[config.mk]
export PLATFORM = sky130hd
export DESIGN_NAME = bitmap_allocator_unit
export DESIGN_NICKNAME = d
export VERILOG_FILES = /design/src/rtl/bma_pkg.sv /design/src/rtl/bma_ctrl.sv /design/src/rtl/bma_datapath.sv /design/src/rtl/bitmap_allocator_unit.sv
export VERILOG_INCLUDE_DIRS = /design/src /design/src/rtl
export SDC_FILE = /design/constraint.sdc
export NUM_CORES = 2
export LEC_CHECK = 0
export ABC_CLOCK_PERIOD_IN_PS = 23200
export BUFFER_PORTS_ARGS = -buffer_cell sky130_fd_sc_hd__buf_2
export CELL_PAD_IN_SITES_DETAIL_PLACEMENT = 0
export CELL_PAD_IN_SITES_GLOBAL_PLACEMENT = 1
export CORE_UTILIZATION = 41
export CTS_BUF_LIST = sky130_fd_sc_hd__clkbuf_8
export CTS_CLUSTER_SIZE = 16
export DETAILED_ROUTE_END_ITERATION = 8
export GPL_TIMING_DRIVEN = 0
export PLACE_DENSITY = 0.75
export SETUP_SLACK_MARGIN = 0.02
export SYNTH_ARGS = -nofsm -noshare
export SYNTH_HDL_FRONTEND = slang
export SYNTH_HIERARCHICAL = 1
export SYNTH_SLANG_ARGS = --single-unit
[constraint.sdc]
create_clock -name clk -period 23.2 [get_ports clk]
set_input_delay 0 -clock clk [delete_from_list [all_inputs] [get_ports clk]]
set_output_delay 0 -clock clk [all_outputs]
set_load 0.01 [all_outputs]
[src/rtl/assert_macros.svh]
// ----------------------------------------------------------------------------
// assert_macros.svh
// Concurrent assertion shorthands shared by the RTL files.
// ----------------------------------------------------------------------------
`ifndef ASSERT_MACROS_SVH
`define ASSERT_MACROS_SVH

// expr must hold at every clock edge outside reset
`define AST_HOLD(lbl, clk, rst_n, expr, msg) \
  lbl: assert property (@(posedge clk) disable iff (!rst_n) (expr)) else $error(msg);

// cons must hold in the cycle after ante
`define AST_NEXT(lbl, clk, rst_n, ante, cons, msg) \
  lbl: assert property (@(posedge clk) disable iff (!rst_n) (ante) |=> (cons)) else $error(msg);

// cons must hold in the same cycle as ante
`define AST_SAME(lbl, clk, rst_n, ante, cons, msg) \
  lbl: assert property (@(posedge clk) disable iff (!rst_n) (ante) |-> (cons)) else $error(msg);

`endif

[src/rtl/bma_pkg.sv]
// ----------------------------------------------------------------------------
// bma_pkg
// Shared widths, codes and controller/datapath interface types for the
// bit map allocator.
// ----------------------------------------------------------------------------
package bma_pkg;

  localparam int WORD_BITS        = 64;
  localparam int DEF_MAX_MAP_BITS = 1024;

  localparam int MODE_W   = 3;
  localparam int INDEX_W  = 10;
  localparam int COUNT_W  = 11;
  localparam int STATUS_W = 2;

  localparam logic [COUNT_W-1:0] BITS_IN_USE_RST = 11'd1024;

  typedef enum logic [MODE_W-1:0] {
    MODE_WRITE         = 3'd0,
    MODE_TEST_SET      = 3'd1,
    MODE_TEST_CLEAR    = 3'd2,
    MODE_FIND_ONE      = 3'd3,
    MODE_FIND_ONE_CLR  = 3'd4,
    MODE_FIND_ZERO     = 3'd5,
    MODE_FIND_ZERO_SET = 3'd6,
    MODE_FILL          = 3'd7
  } mode_t;

  typedef enum logic [STATUS_W-1:0] {
    STATUS_OK    = 2'd0,
    STATUS_RANGE = 2'd1,
    STATUS_NONE  = 2'd2
  } status_t;

  // datapath operations issued by the controller
  typedef enum logic [3:0] {
    CMD_NOP       = 4'd0,
    CMD_ACCEPT    = 4'd1,
    CMD_CFG       = 4'd2,
    CMD_CLEAR     = 4'd3,
    CMD_READ      = 4'd4,
    CMD_BIT       = 4'd5,
    CMD_SCAN      = 4'd6,
    CMD_FILL      = 4'd7,
    CMD_END_RANGE = 4'd8,
    CMD_END_EMPTY = 4'd9
  } cmd_op_t;

  typedef struct packed {
    cmd_op_t op;
    logic    finish;   // result is registered at this edge
  } ctrl_cmd_t;

  typedef struct packed {
    logic is_bit;       // write / test request
    logic is_find;
    logic in_range;     // bit index below bits in use
    logic none_in_use;  // zero bits in use
    logic hit;          // scanned word has a candidate
    logic last_all;     // pointer at last word of the map
    logic last_used;    // pointer at last word holding used bits
  } dp_stat_t;

  // lowest set bit, binary search in six halving steps
  function automatic logic [5:0] ffs64(input logic [63:0] x);
    logic [63:0] v;
    logic [5:0]  pos;
    int          s;
    int          k;
    pos = 6'd0;
    v   = x;
    for (k = 0; k < 6; k++) begin
      s = 32 >> k;
      if ((v & ((64'd1 << s) - 64'd1)) == 64'd0) begin
        pos = pos | 6'(s);
        v   = v >> s;
      end
    end
    return pos;
  endfunction

endpackage

[src/rtl/bma_ctrl.sv]
// ----------------------------------------------------------------------------
// bma_ctrl
// Sequencer for the allocator: clear pass, decode, bit access, word scan
// and fill sweep.
// ----------------------------------------------------------------------------
module bma_ctrl (
  input  logic                clk,
  input  logic                rst_n,
  input  logic                start,
  output logic                busy,
  input  logic                cfg_valid,
  output logic                cfg_ready,
  input  bma_pkg::dp_stat_t   stat,
  output bma_pkg::ctrl_cmd_t  cmd
);
  import bma_pkg::*;

  typedef enum logic [5:0] {
    ST_CLEAR  = 6'b000001,
    ST_IDLE   = 6'b000010,
    ST_DECODE = 6'b000100,
    ST_BIT    = 6'b001000,
    ST_SCAN   = 6'b010000,
    ST_FILL   = 6'b100000
  } state_t;

  state_t state_r, state_nxt;

  assign cfg_ready = (state_r == ST_IDLE) || (state_r == ST_CLEAR);
  assign busy      = (state_r != ST_IDLE) || cfg_valid;

  always_comb begin
    state_nxt  = state_r;
    cmd.op     = CMD_NOP;
    cmd.finish = 1'b0;
    case (state_r)
      ST_CLEAR: begin
        if (cfg_valid) begin
          cmd.op = CMD_CFG;
        end else begin
          cmd.op = CMD_CLEAR;
          if (stat.last_all) state_nxt = ST_IDLE;
        end
      end
      ST_IDLE: begin
        if (cfg_valid) begin
          cmd.op    = CMD_CFG;
          state_nxt = ST_CLEAR;
        end else if (start) begin
          cmd.op    = CMD_ACCEPT;
          state_nxt = ST_DECODE;
        end
      end
      ST_DECODE: begin
        if (stat.is_bit) begin
          if (stat.in_range) begin
            cmd.op    = CMD_READ;
            state_nxt = ST_BIT;
          end else begin
            cmd.op     = CMD_END_RANGE;
            cmd.finish = 1'b1;
            state_nxt  = ST_IDLE;
          end
        end else if (stat.none_in_use) begin
          cmd.op     = CMD_END_EMPTY;
          cmd.finish = 1'b1;
          state_nxt  = ST_IDLE;
        end else if (stat.is_find) begin
          cmd.op    = CMD_READ;
          state_nxt = ST_SCAN;
        end else begin
          state_nxt = ST_FILL;
        end
      end
      ST_BIT: begin
        cmd.op     = CMD_BIT;
        cmd.finish = 1'b1;
        state_nxt  = ST_IDLE;
      end
      ST_SCAN: begin
        cmd.op = CMD_SCAN;
        if (stat.hit || stat.last_used) begin
          cmd.finish = 1'b1;
          state_nxt  = ST_IDLE;
        end
      end
      ST_FILL: begin
        cmd.op = CMD_FILL;
        if (stat.last_used) begin
          cmd.finish = 1'b1;
          state_nxt  = ST_IDLE;
        end
      end
      default: begin
        state_nxt = ST_CLEAR;
      end
    endcase
  end

  always_ff @(posedge clk) begin
    if (!rst_n) begin
      state_r <= ST_CLEAR;
    end else begin
      state_r <= state_nxt;
    end
  end

endmodule

[src/rtl/bma_datapath.sv]
// ----------------------------------------------------------------------------
// bma_datapath
// Word memory, request and config registers, ones counter, word pointer
// and result registers of the allocator.
// ----------------------------------------------------------------------------
`include "assert_macros.svh"

module bma_datapath #(
  parameter int MAX_MAP_BITS = bma_pkg::DEF_MAX_MAP_BITS
) (
  input  logic                          clk,
  input  logic                          rst_n,
  input  logic [bma_pkg::COUNT_W-1:0]   cfg_bits_in_use,
  input  logic [bma_pkg::MODE_W-1:0]    in_mode,
  input  logic [bma_pkg::INDEX_W-1:0]   in_bit_index,
  input  logic                          in_bit_value,
  input  bma_pkg::ctrl_cmd_t            cmd,
  output bma_pkg::dp_stat_t             stat,
  output logic                          out_valid,
  output logic [bma_pkg::STATUS_W-1:0]  out_status,
  output logic                          out_old_value,
  output logic [bma_pkg::INDEX_W-1:0]   out_found_index,
  output logic [bma_pkg::COUNT_W-1:0]   out_count_ones,
  output logic [bma_pkg::COUNT_W-1:0]   out_count_zeros
);
  import bma_pkg::*;

  localparam int NUM_WORDS = (MAX_MAP_BITS + WORD_BITS - 1) / WORD_BITS;
  localparam int WW        = (NUM_WORDS > 1) ? $clog2(NUM_WORDS) : 1;
  localparam int EW        = (WW + 7 > COUNT_W + 1) ? WW + 7 : COUNT_W + 1;

  localparam logic [EW-1:0]  MAX_E    = EW'(MAX_MAP_BITS);
  localparam logic [WW-1:0]  LAST_ALL = WW'(NUM_WORDS - 1);

  // mask of used bits inside word w
  function automatic logic [63:0] vmask(input logic [WW-1:0] w, input logic [COUNT_W-1:0] n);
    logic [EW-1:0] base;
    logic [EW-1:0] nn;
    logic [EW-1:0] rem;
    base = EW'(w) << 6;
    nn   = EW'(n);
    rem  = nn - base;
    if (base >= nn) return 64'd0;
    if (rem >= EW'(WORD_BITS)) return '1;
    return (64'd1 << rem[5:0]) - 64'd1;
  endfunction

  logic [63:0] mem [NUM_WORDS];

  logic [COUNT_W-1:0] biu_r, biu_nxt;
  mode_t              mode_r, mode_nxt;
  logic [INDEX_W-1:0] idx_r, idx_nxt;
  logic               val_r, val_nxt;
  logic [WW-1:0]      ptr_r, ptr_nxt;
  logic [COUNT_W-1:0] ones_r, ones_nxt;
  logic [63:0]        rdata_r;

  logic               out_valid_r, out_valid_nxt;
  status_t            status_r, status_nxt;
  logic               old_r, old_nxt;
  logic [INDEX_W-1:0] found_r, found_nxt;
  logic [COUNT_W-1:0] cnt1_r, cnt1_nxt;
  logic [COUNT_W-1:0] cnt0_r, cnt0_nxt;

  logic               rd_en, wr_en;
  logic [WW-1:0]      rd_addr, wr_addr;
  logic [63:0]        wr_data;

  logic [COUNT_W-1:0] n_w;
  logic [EW-1:0]      nm1_w;
  logic [WW-1:0]      last_used_w;
  logic [EW-1:0]      idx_ext;
  logic [WW-1:0]      idx_word;
  logic [5:0]         bitpos;
  logic [63:0]        bm;
  logic               is_bit, is_find, want_one, modify;
  logic               old_bit, new_bit;
  logic [63:0]        mask_w, cand, fbm;
  logic               hit;
  logic [5:0]         fpos;
  logic [EW-1:0]      found_wide;

  // bits in use, clipped to the map size
  assign n_w         = (EW'(biu_r) > MAX_E) ? MAX_E[COUNT_W-1:0] : biu_r;
  assign nm1_w       = EW'(n_w) - EW'(1);
  assign last_used_w = nm1_w[WW+5:6];
  assign idx_ext     = EW'(idx_r);
  assign idx_word    = idx_ext[WW+5:6];
  assign bitpos      = idx_r[5:0];
  assign bm          = 64'd1 << bitpos;
  assign old_bit     = rdata_r[bitpos];

  always_comb begin
    is_bit   = 1'b0;
    is_find  = 1'b0;
    want_one = 1'b0;
    modify   = 1'b0;
    new_bit  = old_bit;
    case (mode_r)
      MODE_WRITE: begin
        is_bit  = 1'b1;
        new_bit = val_r;
      end
      MODE_TEST_SET: begin
        is_bit  = 1'b1;
        new_bit = 1'b1;
      end
      MODE_TEST_CLEAR: begin
        is_bit  = 1'b1;
        new_bit = 1'b0;
      end
      MODE_FIND_ONE: begin
        is_find  = 1'b1;
        want_one = 1'b1;
      end
      MODE_FIND_ONE_CLR: begin
        is_find  = 1'b1;
        want_one = 1'b1;
        modify   = 1'b1;
      end
      MODE_FIND_ZERO: begin
        is_find = 1'b1;
      end
      MODE_FIND_ZERO_SET: begin
        is_find = 1'b1;
        modify  = 1'b1;
      end
      default: begin
      end
    endcase
  end

  assign mask_w     = vmask(ptr_r, n_w);
  assign cand       = (want_one ? rdata_r : ~rdata_r) & mask_w;
  assign hit        = |cand;
  assign fpos       = ffs64(cand);
  assign fbm        = 64'd1 << fpos;
  assign found_wide = (EW'(ptr_r) << 6) | EW'(fpos);

  assign stat.is_bit      = is_bit;
  assign stat.is_find     = is_find;
  assign stat.in_range    = {1'b0, idx_r} < n_w;
  assign stat.none_in_use = (n_w == '0);
  assign stat.hit         = hit;
  assign stat.last_all    = (ptr_r == LAST_ALL);
  assign stat.last_used   = (ptr_r == last_used_w);

  always_comb begin
    biu_nxt  = biu_r;
    mode_nxt = mode_r;
    idx_nxt  = idx_r;
    val_nxt  = val_r;
    ptr_nxt  = ptr_r;
    ones_nxt = ones_r;
    rd_en    = 1'b0;
    rd_addr  = ptr_r;
    wr_en    = 1'b0;
    wr_addr  = ptr_r;
    wr_data  = 64'd0;
    case (cmd.op)
      CMD_ACCEPT: begin
        mode_nxt = mode_t'(in_mode);
        idx_nxt  = in_bit_index;
        val_nxt  = in_bit_value;
        ptr_nxt  = '0;
      end
      CMD_CFG: begin
        biu_nxt  = cfg_bits_in_use;
        ones_nxt = '0;
        ptr_nxt  = '0;
      end
      CMD_CLEAR: begin
        wr_en   = 1'b1;
        ptr_nxt = ptr_r + WW'(1);
      end
      CMD_READ: begin
        rd_en   = 1'b1;
        rd_addr = is_bit ? idx_word : ptr_r;
      end
      CMD_BIT: begin
        wr_addr = idx_word;
        wr_data = new_bit ? (rdata_r | bm) : (rdata_r & ~bm);
        if (new_bit != old_bit) begin
          wr_en    = 1'b1;
          ones_nxt = new_bit ? ones_r + COUNT_W'(1) : ones_r - COUNT_W'(1);
        end
      end
      CMD_SCAN: begin
        // evaluate word at ptr, fetch the next one
        rd_en   = 1'b1;
        rd_addr = ptr_r + WW'(1);
        ptr_nxt = ptr_r + WW'(1);
        wr_data = want_one ? (rdata_r & ~fbm) : (rdata_r | fbm);
        if (hit && modify) begin
          wr_en    = 1'b1;
          ones_nxt = want_one ? ones_r - COUNT_W'(1) : ones_r + COUNT_W'(1);
        end
      end
      CMD_FILL: begin
        wr_en    = 1'b1;
        wr_data  = val_r ? mask_w : 64'd0;
        ptr_nxt  = ptr_r + WW'(1);
        ones_nxt = val_r ? n_w : '0;
      end
      CMD_END_EMPTY: begin
        if (!is_find) ones_nxt = '0;
      end
      default: begin
      end
    endcase
  end

  always_comb begin
    out_valid_nxt = cmd.finish;
    status_nxt    = STATUS_OK;
    old_nxt       = 1'b0;
    found_nxt     = '0;
    cnt1_nxt      = ones_nxt;
    cnt0_nxt      = n_w - ones_nxt;
    case (cmd.op)
      CMD_END_RANGE: status_nxt = STATUS_RANGE;
      CMD_END_EMPTY: status_nxt = is_find ? STATUS_NONE : STATUS_OK;
      CMD_BIT:       old_nxt    = old_bit;
      CMD_SCAN: begin
        if (hit) begin
          old_nxt   = want_one;
          found_nxt = found_wide[INDEX_W-1:0];
        end else begin
          status_nxt = STATUS_NONE;
        end
      end
      default: begin
      end
    endcase
  end

  always_ff @(posedge clk) begin
    if (wr_en) mem[wr_addr] <= wr_data;
    if (rd_en) rdata_r <= mem[rd_addr];
  end

  always_ff @(posedge clk) begin
    if (!rst_n) begin
      biu_r       <= BITS_IN_USE_RST;
      ptr_r       <= '0;
      ones_r      <= '0;
      out_valid_r <= 1'b0;
    end else begin
      biu_r       <= biu_nxt;
      ptr_r       <= ptr_nxt;
      ones_r      <= ones_nxt;
      out_valid_r <= out_valid_nxt;
    end
  end

  always_ff @(posedge clk) begin
    mode_r <= mode_nxt;
    idx_r  <= idx_nxt;
    val_r  <= val_nxt;
    if (cmd.finish) begin
      status_r <= status_nxt;
      old_r    <= old_nxt;
      found_r  <= found_nxt;
      cnt1_r   <= cnt1_nxt;
      cnt0_r   <= cnt0_nxt;
    end
  end

  assign out_valid       = out_valid_r;
  assign out_status      = status_r;
  assign out_old_value   = old_r;
  assign out_found_index = found_r;
  assign out_count_ones  = cnt1_r;
  assign out_count_zeros = cnt0_r;

  `AST_HOLD(a_ones_bound, clk, rst_n, ones_r <= n_w, "ones count above bits in use")
  `AST_SAME(a_scan_ptr, clk, rst_n, cmd.op == CMD_SCAN, ptr_r <= last_used_w, "scan past used words")

endmodule

[src/rtl/bitmap_allocator_unit.sv]
// ----------------------------------------------------------------------------
// bitmap_allocator_unit
// Bit map allocator: write/test bits, find lowest set or clear bit, fill.
// Write/test reads the addressed word and writes a changed bit back; out-of-range
//   and a find or fill with no bits in use end at decode; a find scans one 64-bit
//   word per cycle (bounded by the memory read port) up to a hit or the last used
//   word; a fill sweeps the used words. Next request is taken in the strobe cycle.
// Reset and every bits_in_use write run a clear pass over every word of the
//   word memory, busy high; results cannot be stalled.
// ----------------------------------------------------------------------------
`include "assert_macros.svh"

module bitmap_allocator_unit #(
  parameter int MAX_MAP_BITS = bma_pkg::DEF_MAX_MAP_BITS
) (
  input  logic                          clk,
  input  logic                          rst_n,
  // request channel
  input  logic                          start,
  output logic                          busy,
  input  logic [bma_pkg::MODE_W-1:0]    in_mode,
  input  logic [bma_pkg::INDEX_W-1:0]   in_bit_index,
  input  logic                          in_bit_value,
  // result channel, one-cycle strobe
  output logic                          out_valid,
  output logic [bma_pkg::STATUS_W-1:0]  out_status,
  output logic                          out_old_value,
  output logic [bma_pkg::INDEX_W-1:0]   out_found_index,
  output logic [bma_pkg::COUNT_W-1:0]   out_count_ones,
  output logic [bma_pkg::COUNT_W-1:0]   out_count_zeros,
  // bits_in_use register write
  input  logic                          cfg_valid,
  output logic                          cfg_ready,
  input  logic [bma_pkg::COUNT_W-1:0]   cfg_bits_in_use
);
  import bma_pkg::*;

  ctrl_cmd_t cmd;
  dp_stat_t  stat;

  // sequencer: owns the state, decides each cycle's datapath operation
  bma_ctrl u_ctrl (
    .clk       (clk),
    .rst_n     (rst_n),
    .start     (start),
    .busy      (busy),
    .cfg_valid (cfg_valid),
    .cfg_ready (cfg_ready),
    .stat      (stat),
    .cmd       (cmd)
  );

  // word memory, counters and result registers
  bma_datapath #(
    .MAX_MAP_BITS (MAX_MAP_BITS)
  ) u_dp (
    .clk             (clk),
    .rst_n           (rst_n),
    .cfg_bits_in_use (cfg_bits_in_use),
    .in_mode         (in_mode),
    .in_bit_index    (in_bit_index),
    .in_bit_value    (in_bit_value),
    .cmd             (cmd),
    .stat            (stat),
    .out_valid       (out_valid),
    .out_status      (out_status),
    .out_old_value   (out_old_value),
    .out_found_index (out_found_index),
    .out_count_ones  (out_count_ones),
    .out_count_zeros (out_count_zeros)
  );

  // a request is accepted in idle and ends no earlier than decode, so strobes never touch
  `AST_NEXT(a_out_pulse, clk, rst_n, out_valid, !out_valid, "result strobe held two cycles")
  // a taken request keeps the unit busy in the following cycle
  `AST_NEXT(a_busy_after_req, clk, rst_n, start && !busy, busy, "not busy after request")

endmodule
; Word-level counts from Yosys, hierarchy flattened
; Memory sizes are Yosys's and may differ from the RTL's. A register that Yosys moved wholly into a read port is not among the register bits.
; Index checks and enable logic that the tools add are counted.
[totals]
regBits = 82
mem_bits_rw = 1024
input_bits = 29
output_inout_bits = 38
elab_cells = 169
n_memories = 1
[mem_list]
columns = name, depth, word_bits, read_ports, rd_ports_with_merged_regs, wr, line
row1 = u_dp.mem, 16, 64, 1, 1, 1, bma_datapath.sv:48  ; logic [63:0] mem [NUM_WORDS];
[classes]
addsub = 7
n_lt_le_gt_ge = 5
n_eq_ne = 30
n_shift = 3
n_mux = 77
n_bitwise = 9
reduce_logical = 24
[ops]
columns = cell, n
row1 = $mux 64, 8
row2 = $logic_not 64->1, 6
row3 = $and 64x64->64, 3
row4 = $not 64->64, 3
row5 = $pmux 64 s3, 1
row6 = $shl 1x6->64 const A, 3
row7 = $or 64x64->64, 2
row8 = $mux 11, 7
row9 = $reduce_or 64->1, 1
row10 = $sub 64x1->64 const B, 1
row11 = $mux 6, 10
row12 = $pmux 11 s5, 1
row13 = $pmux 6 s6, 1
row14 = $mux 31, 1
row15 = $mux 4, 7
row16 = $pmux 4 s6, 1
row17 = $mux 1, 22
row18 = $eq 4x3->1 const B, 4
row19 = $pmux 4 s2, 2
row20 = $mux 15, 1
row21 = $eq 4x4->1 const B, 3
row22 = $ge 12x7->1 const B, 1
row23 = $sub 11x10->12, 1
row24 = $add 11x1->11 const B, 1
row25 = other kinds (45), 64

; Longest topological paths before layout
[depth]
ltp_word = 26
mapped_depth = 43
ltp_nobuf = 41

; Modules after synthesis
; Netlist, hierarchy kept.
[by_module_without_submodules]
columns = mod, instances, cells_each, area_per_inst_um2
row1 = bma_datapath, 1, 4653, 55142.9
row2 = bma_ctrl, 1, 65, 519.2

; Worst setup path before layout
; No wires, ideal clock.
[synth_timing]
path_type = register to register
start = register u_dp.biu_r[10]
end = register u_dp.cnt0_r[10], in the netlist u_dp/out_count_zeros[10] (data pin)
setup_ns = 0.263
arrival_time_ns = 9.767
required_time_ns = 22.937
path_slack_ns = 13.169
path_stages_with_launch = 41
period_less_slack_ns = 10.031
path_cell_list = dfxtp_1 buf_2 buf_2 buf_1 buf_1 clkbuf_1 nand2_1 nand2_1 ha_1 o21a_1 o21a_1 o21a_1 o21a_1 o21a_1 o21a_1 o21a_1 o21ai_0 a211o_1 (+5 left out) and2_1 clkbuf_1 clkbuf_1 nand2_1 a21oi_1 ha_1 inv_1 fa_1 a21o_1 a21oi_1 o21bai_1 a21oi_1 o21bai_1 a21oi_1 o21bai_1 a21oi_1 xnor2_1 xnor2_1
[synth_lines]
columns = element, line
row1 = start: declaration, bma_datapath.sv:50  ; logic [COUNT_W-1:0] biu_r, biu_nxt;
row2 = start signal: assignment, bma_datapath.sv:249  ; biu_r <= biu_nxt;
row3 = end signal: assignment, bma_datapath.sv:265  ; cnt0_r <= cnt0_nxt;
row4 = end: declaration, bma_datapath.sv:63  ; logic [COUNT_W-1:0] cnt0_r, cnt0_nxt;

; Final worst setup path
[layout_timing]
start = register u_dp.biu_r[10]
end = memory u_dp.mem[0][62] (data pin)
[layout_via]
elab_chain_cells = 26
[layout_rtl]
columns = element, line
row1 = $gt 11x11->1, bma_datapath.sv:84  ; assign n_w = (EW'(biu_r) > MAX_E) ? MAX_E[COUNT_W-1:0] : biu_r;
row2 = $mux 11 (*), bma_datapath.sv:84
row3 = branches (longest 23 deep; another with $sub 64x1->64), -
row4 = $pmux 64 s3 (*), bma_datapath.sv:160  ; case (cmd.op)
row5 = named net u_dp.wr_data[62], bma_datapath.sv:67  ; logic [63:0] wr_data;
row6 = end: declaration, bma_datapath.sv:48
; Mark *: on every way through the listed nets, which the timed path passes. The select of a mux whose other input is x is not followed.

==> flow_summary.ini <==
[status]
outcome = finished, violations left
violations = max-capacitance violations, max-slew violations

[power_and_ir_drop]
p_leak_uw = 0.02065
power_frac_comb_pct = 8.0
power_switching_uw = 1061
ir_drop_uv = 54.54
p_int_uw = 3175
power_density_mw_per_mm2 = 66.70
switching_share_pct = 25.04
p_clk_share_pct = 37.5
report.power.total_uw = 4236
seqPwrFrac_pct = 54.5

[global_routing]
grt_pass1_wl_mm = 299.1
antenna_found_initial = 7
grt_pass1_vias = 41080
grt_overflow = 0
grt_max_degree = 30
grt_usage_pct = 30.57

[synth]
syn_area_mm2 = 0.05566
ys.flop_type = edfxtp_1
synth-xor-area-share_pct = 1.369
synth_nets = 4776
async_flop_share_pct = 0
synthTopCellsByArea = edfxtp_1 (61%), nand2_1 (4.9%), a211oi_1 (4.7%), and3_1 (3.2%), a21oi_1 (2.8%)
synth_cell_types = 105
synth-seq-area-share_pct = 62.53
synth.top_cell.area_share_pct = 61.34
synth_compound_area_share_pct = 16.61
synthMuxAreaShare_pct = 2.259
synth_top_family_by_area = compound AO/OA/AOI/OAI gates
synth-adder-area-share_pct = 0.6789
netlist_instances = 4718
synth_edf_count = 1137
synth-simple-area-share_pct = 13.35
yosysWarningCount = 6
synth.avg_cell_area_um2 = 11.80
ys_ff_latch = 1170
yosysTopAreaCell = edfxtp_1

[flow_run]
maxCapViolCount = 4

[place]
dp_hpwl_mm = 156.5
placed_cells = 6615
place.gp.congestion = 1.033
place_ws_ps = 11070
placement.io_buffers = 66
placed_area_mm2 = 0.05948

[drt]
dr_total_vias = 43770
wl_per_cell_um = 30.44
final_antenna_net_count = 0
wl_mm = 213.8
drt-initial-drc-count = 5525
dr.pass1.iters = 7
drc = 0
via_per_inst = 6.234

[final_layout]
final_common_cell = edfxtp_1
nNetsFinal = 5160
instances_no_fill = 7022
fin_area_mm2 = 0.06351
final_cell_mix = edfxtp_1 (1137), nand2_1 (729), a211oi_1 (351)
area_growth_pct = 14.11
drive_gt1_share_pct = 10.58

[timing]
rsz0062_at_grt = false
slew_headroom_pct = -6.318
worst_pin_slew_ps = 1584
final.setup_skew_ps = 62.20
setup_viol = 0
worst_slack_ps = 10610
slew_violations = 29
min_period_ps = 12590
tns_ps = 0
fin_crit_sh_pct = 54.25
fmax_mhz = 79.46
hold_viol_final = 0

[critical_path]
timing.rr.start = u_dp/biu_r[10]
end_kind = register
critPathArrivalTime_ps = 13050
critPathLaunchType = register
cp_max_fo = 16
path_class = reg2reg
required_ps = 23660
max_stage_delay_ps = 1320
cp_slowest_cell = nor4b_1
r2r-end = u_dp/mem[0][62]
critical-path-top-cell-by-count = buf_2
r2r_slack_ps = 10610
reg2reg_depth = 26

[clocking]
htree_levels = 4
cts_num_sinks = 1170
clk_latency_ps = 920
cts_inserted_buffers = 186
cts_setup_buffers = 0
cts_hold_buf = 65
post_cts_resized = 0
clkSlewWorstSetupHoldPaths_ps = 60
clock_path_buffers = 3
cts_root_buffer = clkbuf_8
cts_tree = done

[hold_path]
hold_path_end = u_dp/ptr_r[3]
hold_depth = 4
hp-class = in2reg
hp-start = rst_n

[floorplanning]
rows = 134
core_area_mm2 = 0.1341
io_pins = 67
die_y_um = 370.5
die_w_um = 370.5
start_util_pct = 41.50
die_area_mm2 = 0.1372
[metal layers]
| metal | share of wire, % | GRT usage [%] | routed length [um] |
|---|---|---|---|
| met5 | 0 | 0 | 0 |
| met4 | 5.4 | 15.12 | 11450 |
| met3 | 9.3 | 6.169 | 19940 |
| met2 | 46 | 48.11 | 97480 |
| met1 | 40 | 40.25 | 84880 |
[state kept, by name, summed over array words and instances, names as in the netlist]
name and count:
u_dp/mem 1024, u_dp/rdata_r 64, u_dp/biu_r 11, u_dp/ones_r 11, u_dp/out_count_ones 11, u_dp/out_count_zeros 11
u_dp/idx_r 10, u_dp/out_found_index 10, u_ctrl/state_r 6, u_dp/ptr_r 4, u_dp/mode_r 3, u_dp/out_status 2
u_dp/out_old_value 1, u_dp/out_valid 1, u_dp/val_r 1
[cells in the mapped netlist (25+ instances only)]
cell type / instances
and3_1: 283
a21oi_1: 314
ha_1: 27
buf_2: 40
mux2i_1: 57
nor3_1: 70
xnor2_1: 76
a31oi_1: 152
dfxtp_1: 33
a211oi_1: 351
nand2_1: 729
edfxtp_1: 1137
inv_1: 50
o21ai_0: 110
nand3_1: 49
a311oi_1: 136
o21ai_1: 25
clkbuf_1: 326
o221ai_1: 28
nor2_1: 185
a21o_1: 37
and2_1: 25
[worst max path at each step]
stage / start / end / cells past startpoint
2_1_floorplan: u_dp/biu_r[10] / u_dp/out_count_zeros[10] / 40
3_3_place_gp: u_dp/biu_r[10] / u_dp/mem[10][1] / 26
3_5_place_dp: u_dp/biu_r[10] / u_dp/mem[9][46] / 26
4_1_cts: u_dp/biu_r[10] / u_dp/mem[12][46] / 26
5_1_grt: u_dp/biu_r[10] / u_dp/out_count_zeros[10] / 38
6_report: u_dp/biu_r[10] / u_dp/mem[0][62] / 26
[cells by family (layout without fill, tap and decap cells)]
family,after synthesis,after routing
and+or+nand+nor,1533,1533
AOI/OAI and AO/OA,1354,1354
DFF,1170,1170
buffers and inverters,448,975
muxes,97,97
xor gates and xnor gates,87,87
adders and majority gates,29,29
other,0,9
[through the flow]
| step | utilization, % | hold slack [ps] |
|---|---|---|
| floorplan | - | 88.87 |
| global placement | 43.39 | 180.3 |
| detailed placement | 44.34 | 178.1 |
| CTS | 47.30 | 15.23 |
| global route | 47.35 | 74.80 |
| finish | 47.35 | 112.8 |
[worst max-delay path: cells and delay by family, from the launching register on]
kind / cells / cell delay, ps
AO/OA/AOI/OAI: 9 / 4670
buffers and inverters: 9 / 3650
AND/OR/NAND/NOR: 6 / 2800
adder cells (fa/ha/maj): 1 / 380
flip-flops: 1 / 300
multiplexers: 1 / 240
[power groups by stage]
stage,registers [uW],logic (uW),clock network [uW]
2_1_floorplan,2350,183,0
3_3_place_gp,2350,317,0
3_5_place_dp,2350,321,0
4_1_cts,2310,330,1610
5_1_grt,2310,354,1700
6_report,2310,340,1590
[final cells by class]
cell class	count	area (um2)
clock buffer	190	2615
fill	12120	70620
timing repair buffer	196	2009
antenna	9	22.52
multi-input combinational	3100	19360
buffer	397	1600
tap	1768	2212
inverter	51	191.4
sequential	1170	34800
clock inverter	141	695.7
Note: power is estimated with default switching activity, not from simulation.
